[src/sv/seven_segment_text_encoder_defines.svh]
// Assertion macros for the seven-segment text encoder.
// Used by the top level; no other dependencies.
`ifndef SEVEN_SEGMENT_TEXT_ENCODER_DEFINES_SVH
`define SEVEN_SEGMENT_TEXT_ENCODER_DEFINES_SVH
`ifndef SYNTHESIS
`define SSENC_ASSERT_SAME(label, clk, rst_n, ante, cons) \
    label: assert property (@(posedge clk) disable iff (!(rst_n)) (ante) |-> (cons)) \
        else $error("assertion failed");
`define SSENC_ASSERT_NEXT(label, clk, rst_n, ante, cons) \
    label: assert property (@(posedge clk) disable iff (!(rst_n)) (ante) |=> (cons)) \
        else $error("assertion failed");
`else
`define SSENC_ASSERT_SAME(label, clk, rst_n, ante, cons)
`define SSENC_ASSERT_NEXT(label, clk, rst_n, ante, cons)
`endif
`endif

[src/sv/ssenc_pkg.sv]
// Shared types, character codes and glyph tables for the seven-segment
// text encoder. No dependencies.
package ssenc_pkg;

    localparam int OUT_DIGITS = 4;

    localparam logic [7:0] CHAR_NUL      = 8'h00;
    localparam logic [7:0] CHAR_SPACE    = 8'h20;
    localparam logic [7:0] CHAR_DOT      = 8'h2e;
    localparam logic [7:0] CHAR_DIGIT_LO = 8'h30;
    localparam logic [7:0] CHAR_DIGIT_HI = 8'h39;
    localparam logic [7:0] CHAR_UPPER_LO = 8'h41;
    localparam logic [7:0] CHAR_UPPER_HI = 8'h5a;
    localparam logic [7:0] CHAR_LOWER_LO = 8'h61;
    localparam logic [7:0] CHAR_LOWER_HI = 8'h7a;

    localparam logic [7:0] DP_MASK     = 8'h10;
    localparam logic [7:0] BLANK_GLYPH = 8'h00;

    localparam logic [7:0] DIGIT_GLYPH [10] = '{
        8'he7, 8'h06, 8'hcb, 8'h8f, 8'h2e, 8'had, 8'hed, 8'h86, 8'hef, 8'hae
    };

    localparam logic [7:0] LETTER_GLYPH [26] = '{
        8'hee, 8'h6d, 8'he1, 8'h4f, 8'he9, 8'he8, 8'haf, 8'h6c, 8'h60, 8'h47,
        8'h00, 8'h61, 8'h00, 8'he6, 8'he7, 8'hea, 8'hae, 8'he2, 8'had, 8'h69,
        8'h67, 8'h00, 8'h00, 8'h00, 8'h2f, 8'hcb
    };

    typedef struct packed {
        logic       is_dot;
        logic       ok;
        logic [7:0] pattern;
    } t_glyph;

    typedef struct packed {
        logic                       status;
        logic [OUT_DIGITS-1:0][7:0] digits;
    } t_result;

endpackage

[src/sv/seven_segment_text_encoder.sv]
// Top level of the seven-segment text encoder.
// Depends on ssenc_pkg, ssenc_glyph, ssenc_assemble, ssenc_out_buf and
// seven_segment_text_encoder_defines.svh.
//
// Input channel: one text byte per transfer (i_in_valid / o_in_stall).
// A zero byte ends the string; other bytes update a string not yet rejected
// and give no result. Output channel (o_out_valid / i_out_stall): one
// result per zero byte with a status bit (0 shown, 1 rejected) and the
// four digit patterns, digit 0 rightmost, bit 4 the decimal point. On a
// rejected string the previously shown patterns are repeated.
// A zero byte's result is registered, or held in the skid entry on a stall.
// Throughput: one byte per cycle while o_in_stall is low; the byte is
// classified by a table lookup and folded into the state in the same cycle.
// When the receiver stalls, the result register holds and one more result
// goes into a skid entry; o_in_stall rises only while that entry is full.
// Reset clears the string state, the shown patterns and both output
// entries; the pattern store needs no clearing.
`include "seven_segment_text_encoder_defines.svh"
module seven_segment_text_encoder import ssenc_pkg::*; #(
    parameter int DIGIT_COUNT = 4
) (
    input  logic       i_clk,
    input  logic       i_rst_n,
    input  logic       i_in_valid,
    output logic       o_in_stall,
    input  logic [7:0] i_in_char_code,
    output logic       o_out_valid,
    input  logic       i_out_stall,
    output logic       o_out_status,
    output logic [7:0] o_out_digit0_segments,
    output logic [7:0] o_out_digit1_segments,
    output logic [7:0] o_out_digit2_segments,
    output logic [7:0] o_out_digit3_segments
);

    logic    in_accept;
    logic    res_valid;
    t_glyph  glyph;
    t_result result;
    t_result out_res;

    assign in_accept = i_in_valid && !o_in_stall;
    assign res_valid = in_accept && (i_in_char_code == CHAR_NUL);

    ssenc_glyph u_glyph (
        .i_char  (i_in_char_code),
        .o_glyph (glyph)
    );

    ssenc_assemble #(
        .DIGIT_COUNT (DIGIT_COUNT)
    ) u_assemble (
        .i_clk    (i_clk),
        .i_rst_n  (i_rst_n),
        .i_accept (in_accept),
        .i_char   (i_in_char_code),
        .i_glyph  (glyph),
        .o_result (result)
    );

    ssenc_out_buf u_out_buf (
        .i_clk       (i_clk),
        .i_rst_n     (i_rst_n),
        .i_res_valid (res_valid),
        .i_res       (result),
        .i_out_stall (i_out_stall),
        .o_out_valid (o_out_valid),
        .o_out       (out_res),
        .o_in_stall  (o_in_stall)
    );

    assign o_out_status          = out_res.status;
    assign o_out_digit0_segments = out_res.digits[0];
    assign o_out_digit1_segments = out_res.digits[1];
    assign o_out_digit2_segments = out_res.digits[2];
    assign o_out_digit3_segments = out_res.digits[3];

    `SSENC_ASSERT_SAME(a_skid_needs_out, i_clk, i_rst_n, o_in_stall, o_out_valid)
    `SSENC_ASSERT_NEXT(a_term_gives_result, i_clk, i_rst_n, res_valid, o_out_valid)
    `SSENC_ASSERT_NEXT(a_skid_holds, i_clk, i_rst_n, o_in_stall && i_out_stall, o_in_stall)

endmodule

[src/sv/ssenc_glyph.sv]
// Character classifier and segment lookup for one text byte.
// Depends on ssenc_pkg.
module ssenc_glyph import ssenc_pkg::*; (
    input  logic [7:0] i_char,
    output t_glyph     o_glyph
);

    logic [7:0] digit_off;
    logic [7:0] lower_off;
    logic [7:0] upper_off;

    assign digit_off = i_char - CHAR_DIGIT_LO;
    assign lower_off = i_char - CHAR_LOWER_LO;
    assign upper_off = i_char - CHAR_UPPER_LO;

    always_comb begin
        o_glyph = '{is_dot: 1'b0, ok: 1'b0, pattern: BLANK_GLYPH};
        case (i_char) inside
            CHAR_DOT: begin
                o_glyph.is_dot = 1'b1;
            end
            CHAR_SPACE: begin
                o_glyph.ok = 1'b1;
            end
            [CHAR_DIGIT_LO:CHAR_DIGIT_HI]: begin
                o_glyph.ok      = 1'b1;
                o_glyph.pattern = DIGIT_GLYPH[digit_off[3:0]];
            end
            [CHAR_LOWER_LO:CHAR_LOWER_HI]: begin
                o_glyph.pattern = LETTER_GLYPH[lower_off[4:0]];
                o_glyph.ok      = (o_glyph.pattern != BLANK_GLYPH);
            end
            [CHAR_UPPER_LO:CHAR_UPPER_HI]: begin
                o_glyph.pattern = LETTER_GLYPH[upper_off[4:0]];
                o_glyph.ok      = (o_glyph.pattern != BLANK_GLYPH);
            end
            default: begin
                o_glyph.ok = 1'b0;
            end
        endcase
    end

endmodule

[src/sv/ssenc_assemble.sv]
// String state: digit count, held character, per-string pattern store and
// the latched display. Depends on ssenc_pkg.
module ssenc_assemble import ssenc_pkg::*; #(
    parameter int DIGIT_COUNT = 4
) (
    input  logic       i_clk,
    input  logic       i_rst_n,
    input  logic       i_accept,
    input  logic [7:0] i_char,
    input  t_glyph     i_glyph,
    output t_result    o_result
);

    localparam int CW = $clog2(DIGIT_COUNT + 1);
    localparam int IW = (DIGIT_COUNT > 1) ? $clog2(DIGIT_COUNT) : 1;

    logic [CW-1:0] r_done,     n_done;
    logic          r_open,     n_open;
    logic [7:0]    r_open_pat, n_open_pat;
    logic          r_bad,      n_bad;
    logic [7:0]    r_work  [DIGIT_COUNT];
    logic [7:0]    r_shown [DIGIT_COUNT];

    logic          is_term;
    logic          wr_en;
    logic [7:0]    wr_data;
    logic [CW-1:0] done_c;
    logic          str_ok;
    logic [7:0]    work_next  [DIGIT_COUNT];
    logic [7:0]    shown_next [DIGIT_COUNT];

    assign is_term = (i_char == CHAR_NUL);
    assign wr_en   = i_accept && !r_bad && r_open;
    assign wr_data = r_open_pat | (i_glyph.is_dot ? DP_MASK : BLANK_GLYPH);
    assign done_c  = r_done + CW'(wr_en);
    assign str_ok  = !r_bad && (done_c == CW'(DIGIT_COUNT));

    always_comb begin
        n_done     = r_done;
        n_open     = r_open;
        n_open_pat = r_open_pat;
        n_bad      = r_bad;
        if (i_accept) begin
            if (is_term) begin
                n_done     = '0;
                n_open     = 1'b0;
                n_open_pat = BLANK_GLYPH;
                n_bad      = 1'b0;
            end else if (!r_bad) begin
                n_done = done_c;
                n_open = 1'b0;
                if (i_glyph.is_dot) begin
                    n_bad = !r_open;
                end else if (done_c >= CW'(DIGIT_COUNT)) begin
                    n_bad = 1'b1;
                end else if (!i_glyph.ok) begin
                    n_bad = 1'b1;
                end else begin
                    n_open_pat = i_glyph.pattern;
                    n_open     = 1'b1;
                end
            end
        end
    end

    for (genvar i = 0; i < DIGIT_COUNT; i++) begin : g_work
        assign work_next[i] = (wr_en && r_done[IW-1:0] == IW'(i)) ? wr_data : r_work[i];
        assign shown_next[i] = work_next[DIGIT_COUNT-1-i];
    end

    assign o_result.status = !str_ok;
    for (genvar k = 0; k < OUT_DIGITS; k++) begin : g_out
        if (k < DIGIT_COUNT) begin : g_used
            assign o_result.digits[k] = str_ok ? shown_next[k] : r_shown[k];
        end else begin : g_unused
            assign o_result.digits[k] = BLANK_GLYPH;
        end
    end

    always_ff @(posedge i_clk) begin
        if (!i_rst_n) begin
            r_done     <= '0;
            r_open     <= 1'b0;
            r_open_pat <= BLANK_GLYPH;
            r_bad      <= 1'b0;
        end else begin
            r_done     <= n_done;
            r_open     <= n_open;
            r_open_pat <= n_open_pat;
            r_bad      <= n_bad;
        end
    end

    always_ff @(posedge i_clk) begin
        if (wr_en) begin
            r_work[r_done[IW-1:0]] <= wr_data;
        end
    end

    always_ff @(posedge i_clk) begin
        if (!i_rst_n) begin
            for (int i = 0; i < DIGIT_COUNT; i++) begin
                r_shown[i] <= BLANK_GLYPH;
            end
        end else if (i_accept && is_term && str_ok) begin
            r_shown <= shown_next;
        end
    end

endmodule

[src/sv/ssenc_out_buf.sv]
// Result register with one skid entry between the string logic and the
// output channel. Depends on ssenc_pkg.
module ssenc_out_buf import ssenc_pkg::*; (
    input  logic    i_clk,
    input  logic    i_rst_n,
    input  logic    i_res_valid,
    input  t_result i_res,
    input  logic    i_out_stall,
    output logic    o_out_valid,
    output t_result o_out,
    output logic    o_in_stall
);

    logic    r_out_valid;
    logic    r_skid_valid;
    t_result r_out;
    t_result r_skid;
    logic    drain;

    assign drain       = !r_out_valid || !i_out_stall;
    assign o_out_valid = r_out_valid;
    assign o_out       = r_out;
    assign o_in_stall  = r_skid_valid;

    always_ff @(posedge i_clk) begin
        if (!i_rst_n) begin
            r_out_valid  <= 1'b0;
            r_skid_valid <= 1'b0;
        end else if (drain) begin
            r_out_valid  <= r_skid_valid || i_res_valid;
            r_skid_valid <= 1'b0;
        end else if (i_res_valid) begin
            r_skid_valid <= 1'b1;
        end
    end

    always_ff @(posedge i_clk) begin
        if (drain) begin
            r_out <= r_skid_valid ? r_skid : i_res;
        end else if (i_res_valid) begin
            r_skid <= i_res;
        end
    end

endmodule

[config.mk]
export PLATFORM = sky130hd
export DESIGN_NAME = seven_segment_text_encoder
export DESIGN_NICKNAME = d
export VERILOG_FILES = /design/src/sv/ssenc_pkg.sv /design/src/sv/seven_segment_text_encoder.sv /design/src/sv/ssenc_glyph.sv /design/src/sv/ssenc_assemble.sv /design/src/sv/ssenc_out_buf.sv
export VERILOG_INCLUDE_DIRS = /design/src /design/src/sv
export SDC_FILE = /design/constraint.sdc
export NUM_CORES = 1
export LEC_CHECK = 0
export BUFFER_PORTS_ARGS = -buffer_cell sky130_fd_sc_hd__buf_2
export CAP_MARGIN = 20
export CORE_MARGIN = 1
export CORE_UTILIZATION = 25
export CTS_BUF_LIST = sky130_fd_sc_hd__clkbuf_4 sky130_fd_sc_hd__clkbuf_8 sky130_fd_sc_hd__clkbuf_16
export DETAILED_ROUTE_END_ITERATION = 16
export PLACE_DENSITY = 0.44
export SLEW_MARGIN = 40
export SYNTH_ARGS = -nofsm -noshare
export SYNTH_HDL_FRONTEND = slang
export SYNTH_SLANG_ARGS = --single-unit
[constraint.sdc]
create_clock -name i_clk -period 5.9 [get_ports i_clk]
set_clock_uncertainty 0.15 [all_clocks]
set_input_delay 0.59 -clock i_clk [delete_from_list [all_inputs] [get_ports i_clk]]
set_output_delay 0.59 -clock i_clk [all_outputs]
set_load 0.02 [all_outputs]
==> flow_summary_export.csv <==
group,metric,value,unit
timing,report.final.slew_viol_count,0,
drt,dr_total_vias,4560,
power,internal-power,1.855,mW
placement,post_dp_cell_area,7306,um2
power,power_per_cell_area,293.8,nW/um2
global_routing,grt_max_degree,68,
synth,synth_edf_count,98,
synth,yosys_most_used_dff,"sky130_fd_sc_hd__edfxtp_1",
status,failed_checks,"DRC",
hold_path,min_to,"u_assemble.r_shown[17]$_SDFFE_PN0P_",
drt,drt.antenna.violating_nets,0,
global_routing,grt.overflow.total,0,
synth,synth_warnings,0,
synth,syn-num-nets,620,
timing,max_slew_margin,49.56,%
clocking,cts.path.max_buffers,2,
power,p_leak,3.355,nW
timing,final_min_period_over_clock_period,63.77,%
drt,wl_per_cell,14.65,um
status,status,"complete, but fails checks",
setup_path,reg2regPathDepth,11,
setup_path,worstPathRequired,6040,ps
timing,fmaxAchievable,0.2658,GHz
placement,post-dp-hpwl,9677,um
timing,post-route-min-period,3763,ps
hold_path,hold_path_class,"register to register",
setup_path,launching_element_type_of_the_critical_path,"input pin",
synth,netlist_area,6759,um2
power,power.switching_fraction,20.57,%
power,share_seq_of_total_power,46.4,%
clocking,post-cts-setup-buffers,0,
clocking,clock_insertion_delay_worst_skew,420,ps
setup_path,cp_max_fo,20,
synth,avgSynthCellArea,11.34,um2
final_layout,drive_gt1_share,20.12,%
setup_path,timing.critical_path.to_type,"register",
setup_path,slowest_delay,660,ps
timing,rsz0062_at_grt,"no",
final_layout,num_antenna_cells,0,
hold_path,hold_depth,1,
timing,max_slew.worst_pin.slew,755.8,ps
timing,tns,0,ps
global_routing,vias_in_the_first_global_route,4318,
setup_path,timing_worst_setup_path_type,"input pin to register",
clocking,cts.hold.buffers_added,0,
die,core-area,26280,um2
drt,vias_per_inst,4.672,
drt,drt_iter0_markers,204,
synth,seq_area_frac_synth,57.16,%
power,power.share.combinational,5.2,%
global_routing,antenna_found_initial,0,
setup_path,path_cells,"buf_2 > inv_1 > ha_1 > ha_1 > nor2b_1 > nor2_1 > a221oi_1 > o21ai_1 > a2111oi_4 > a21boi_1 > nor3_4 > a21oi_1",
hold_path,hold_path_startpoint,"u_assemble.r_shown[17]$_SDFFE_PN0P_",
die,die_area,27700,um2
clocking,cts_resized,0,
timing,worst_hold_slack,347.4,ps
drt,post-route-drc-count,6,
die,die_height,166.4,um
timing,finalHoldViolCount,0,
setup_path,r2r_setup_slack,2240,ps
final_layout,multi_input_comb_area,2671,um2
clocking,num_cts_buffers,17,
final_layout,layout-area-overhead-vs-synth,17.64,%
power,power.switching,0.4805,mW
placement,io_buffer_count,46,
global_routing,grt.total_usage,10.63,%
clocking,cts_tree,"built",
clocking,cts_max_level,4,
drt,firstDrtPassIters,11,
synth,yosys_register_bits,144,
clocking,clock-sinks,144,
setup_path,timing.critical_path.mode_cell,"sky130_fd_sc_hd__ha_1",
die,top_level_ports,47,
drt,wl,14300,um
setup_path,regToRegEndpoint,"u_assemble.r_shown[9]$_SDFFE_PN0P_",
final_layout,most_frequent_cells_in_the_layout,"sky130_fd_sc_hd__edfxtp_1, sky130_fd_sc_hd__nand2_1, sky130_fd_sc_hd__buf_2, sky130_fd_sc_hd__dfxtp_1, sky130_fd_sc_hd__o21ai_0",
placement,placed_cells_incl_taps,944,
die,starting_density_of_the_core,25.72,%
die,die_width,166.4,um
die,core.rowCount,59,
synth,number_of_library_cell_types_mapped_by_synthesis,66,
synth,async_flop_share,0,%
global_routing,grt_pass1_wl,23110,um
setup_path,critical-path-slowest-cell,"sky130_fd_sc_hd__ha_1",
power,vdd.ir_drop.worst,0.0001706,V
clocking,cts_root_buf,"sky130_fd_sc_hd__clkbuf_16",
final_layout,n_fill_cell,2655,
final_layout,finalInstanceArea,7951,um2
placement,place.gp.congestion,0.8191,
final_layout,post_layout_nets,652,
synth,gate_count_post_synth,596,
final_layout,postLayoutCoreUtil,30.26,%
final_layout,finish.cell_count_without_fillers,976,
power,power.clock.fraction,48.4,%
run,timing.max_cap.violations,0,
clocking,cts.reportedPaths.clkPinSlew,60,ps
final_layout,seqCellArea,3867,um2
final_layout,mostFrequentLayoutCell,"sky130_fd_sc_hd__edfxtp_1",
setup_path,cp.arrival,3900,ps
timing,setup_viol,0,
setup_path,regToRegStartpoint,"u_out_buf.o_in_stall$_SDFFE_PP0P_",
synthesized netlist by cell type (all sizes together), types with 3 or more instances:
master,number,area [um2]
a21oi,38,190.2
a22oi,4,30.03
a31oi,3,18.77
and2,3,18.77
buf,5,38.78
clkbuf,33,123.9
dfxtp,46,920.9
edfxtp,98,2943
ha,12,150.1
inv,22,82.58
mux2,35,394.1
mux2i,13,130.1
nand2,77,289.0
nand2b,4,25.02
nand3,5,25.02
nand3b,3,22.52
nor2,37,138.9
nor2b,9,56.30
nor3,11,66.32
nor3b,3,33.78
nor4,5,52.55
o211a,32,320.3
o21ai,46,230.2
o22ai,4,31.28
o31ai,10,75.07
or2,3,18.77
xnor2,3,33.79
state kept, by name, indices dropped and copies added, names as in the netlist:
signal / cells
u_out_buf.o_in_stall: 1
u_out_buf.o_out_valid: 1
u_assemble.r_open_pat: 7
u_assemble.r_open: 1
u_assemble.r_bad: 1
u_out_buf.o_out: 33
u_assemble.r_work: 32
u_assemble.r_shown: 32
u_assemble.r_done: 3
u_out_buf.r_skid: 33
worst max-delay path, delay by kind of cell:
kind            cells  cell delay [ps]
compound gates      5             1130
simple gates        3              750
buf+inv             2              460
fa+ha+maj           2              960
power groups by stage:
stage	clock [mW]	combinational, mW	sequential, mW
final	1.13	0.122	1.08
after global routing	1.20	0.134	1.08
after CTS	1.16	0.121	1.08
after detailed placement	0	0.120	1.11
after global placement	0	0.120	1.11
after floorplan	0	0.0917	1.10
kinds of logic after synthesis:
family | Yosys count | synth area share, %
fa+ha+maj | 12 | 2.221
mux | 48 | 7.756
xor+xnor | 3 | 0.4999
buf+inv | 60 | 3.628
compound gates | 163 | 17.07
flops | 144 | 57.16
simple gates | 166 | 11.66
final cells by class:
cell class                 instances  area share (%)
multi-input combinational        392           33.60
inverter                          22           1.039
clock inverter                     9           1.605
clock buffer                      23           6.452
tap                              335           5.271
timing repair buffer              51           3.399
sequential                       144           48.64
layer usage:
layer | share of wire (%) | global-route usage, % | up-vias
li1 | - | - | 2261
met5 | 0 | 0 | -
met3 | 3.5 | 3.018 | 13
met2 | 46 | 17.14 | 80
met1 | 49 | 13.54 | 2206
met4 | 1.3 | 3.865 | 0
metrics by stage:
stage	worst slack [ps]	power (mW)
2_1_floorplan	2163	1.194
3_3_place_gp	1682	1.226
3_5_place_dp	1754	1.227
4_1_cts	1883	2.364
5_1_grt	1905	2.416
6_report	2137	2.336
worst max path at each step:
stage	startpoint	endpoint	slack (ps)
after detailed placement	i_in_char_code[0]	u_assemble.r_open_pat[7]$_SDFFE_PN0P_	1750
final	i_in_char_code[0]	u_assemble.r_open_pat[2]$_SDFFE_PN0P_	2140
after CTS	u_out_buf.o_in_stall$_SDFFE_PP0P_	u_assemble.r_shown[19]$_SDFFE_PN0P_	1880
after global routing	i_in_char_code[0]	u_assemble.r_open_pat[1]$_SDFFE_PN0P_	1910
after floorplan	i_in_char_code[0]	u_out_buf.r_skid[0]$_DFFE_PP_	2160
after global placement	u_out_buf.o_in_stall$_SDFFE_PP0P_	u_assemble.r_shown[9]$_SDFFE_PN0P_	1680
Power figures use the tool's default switching activity.
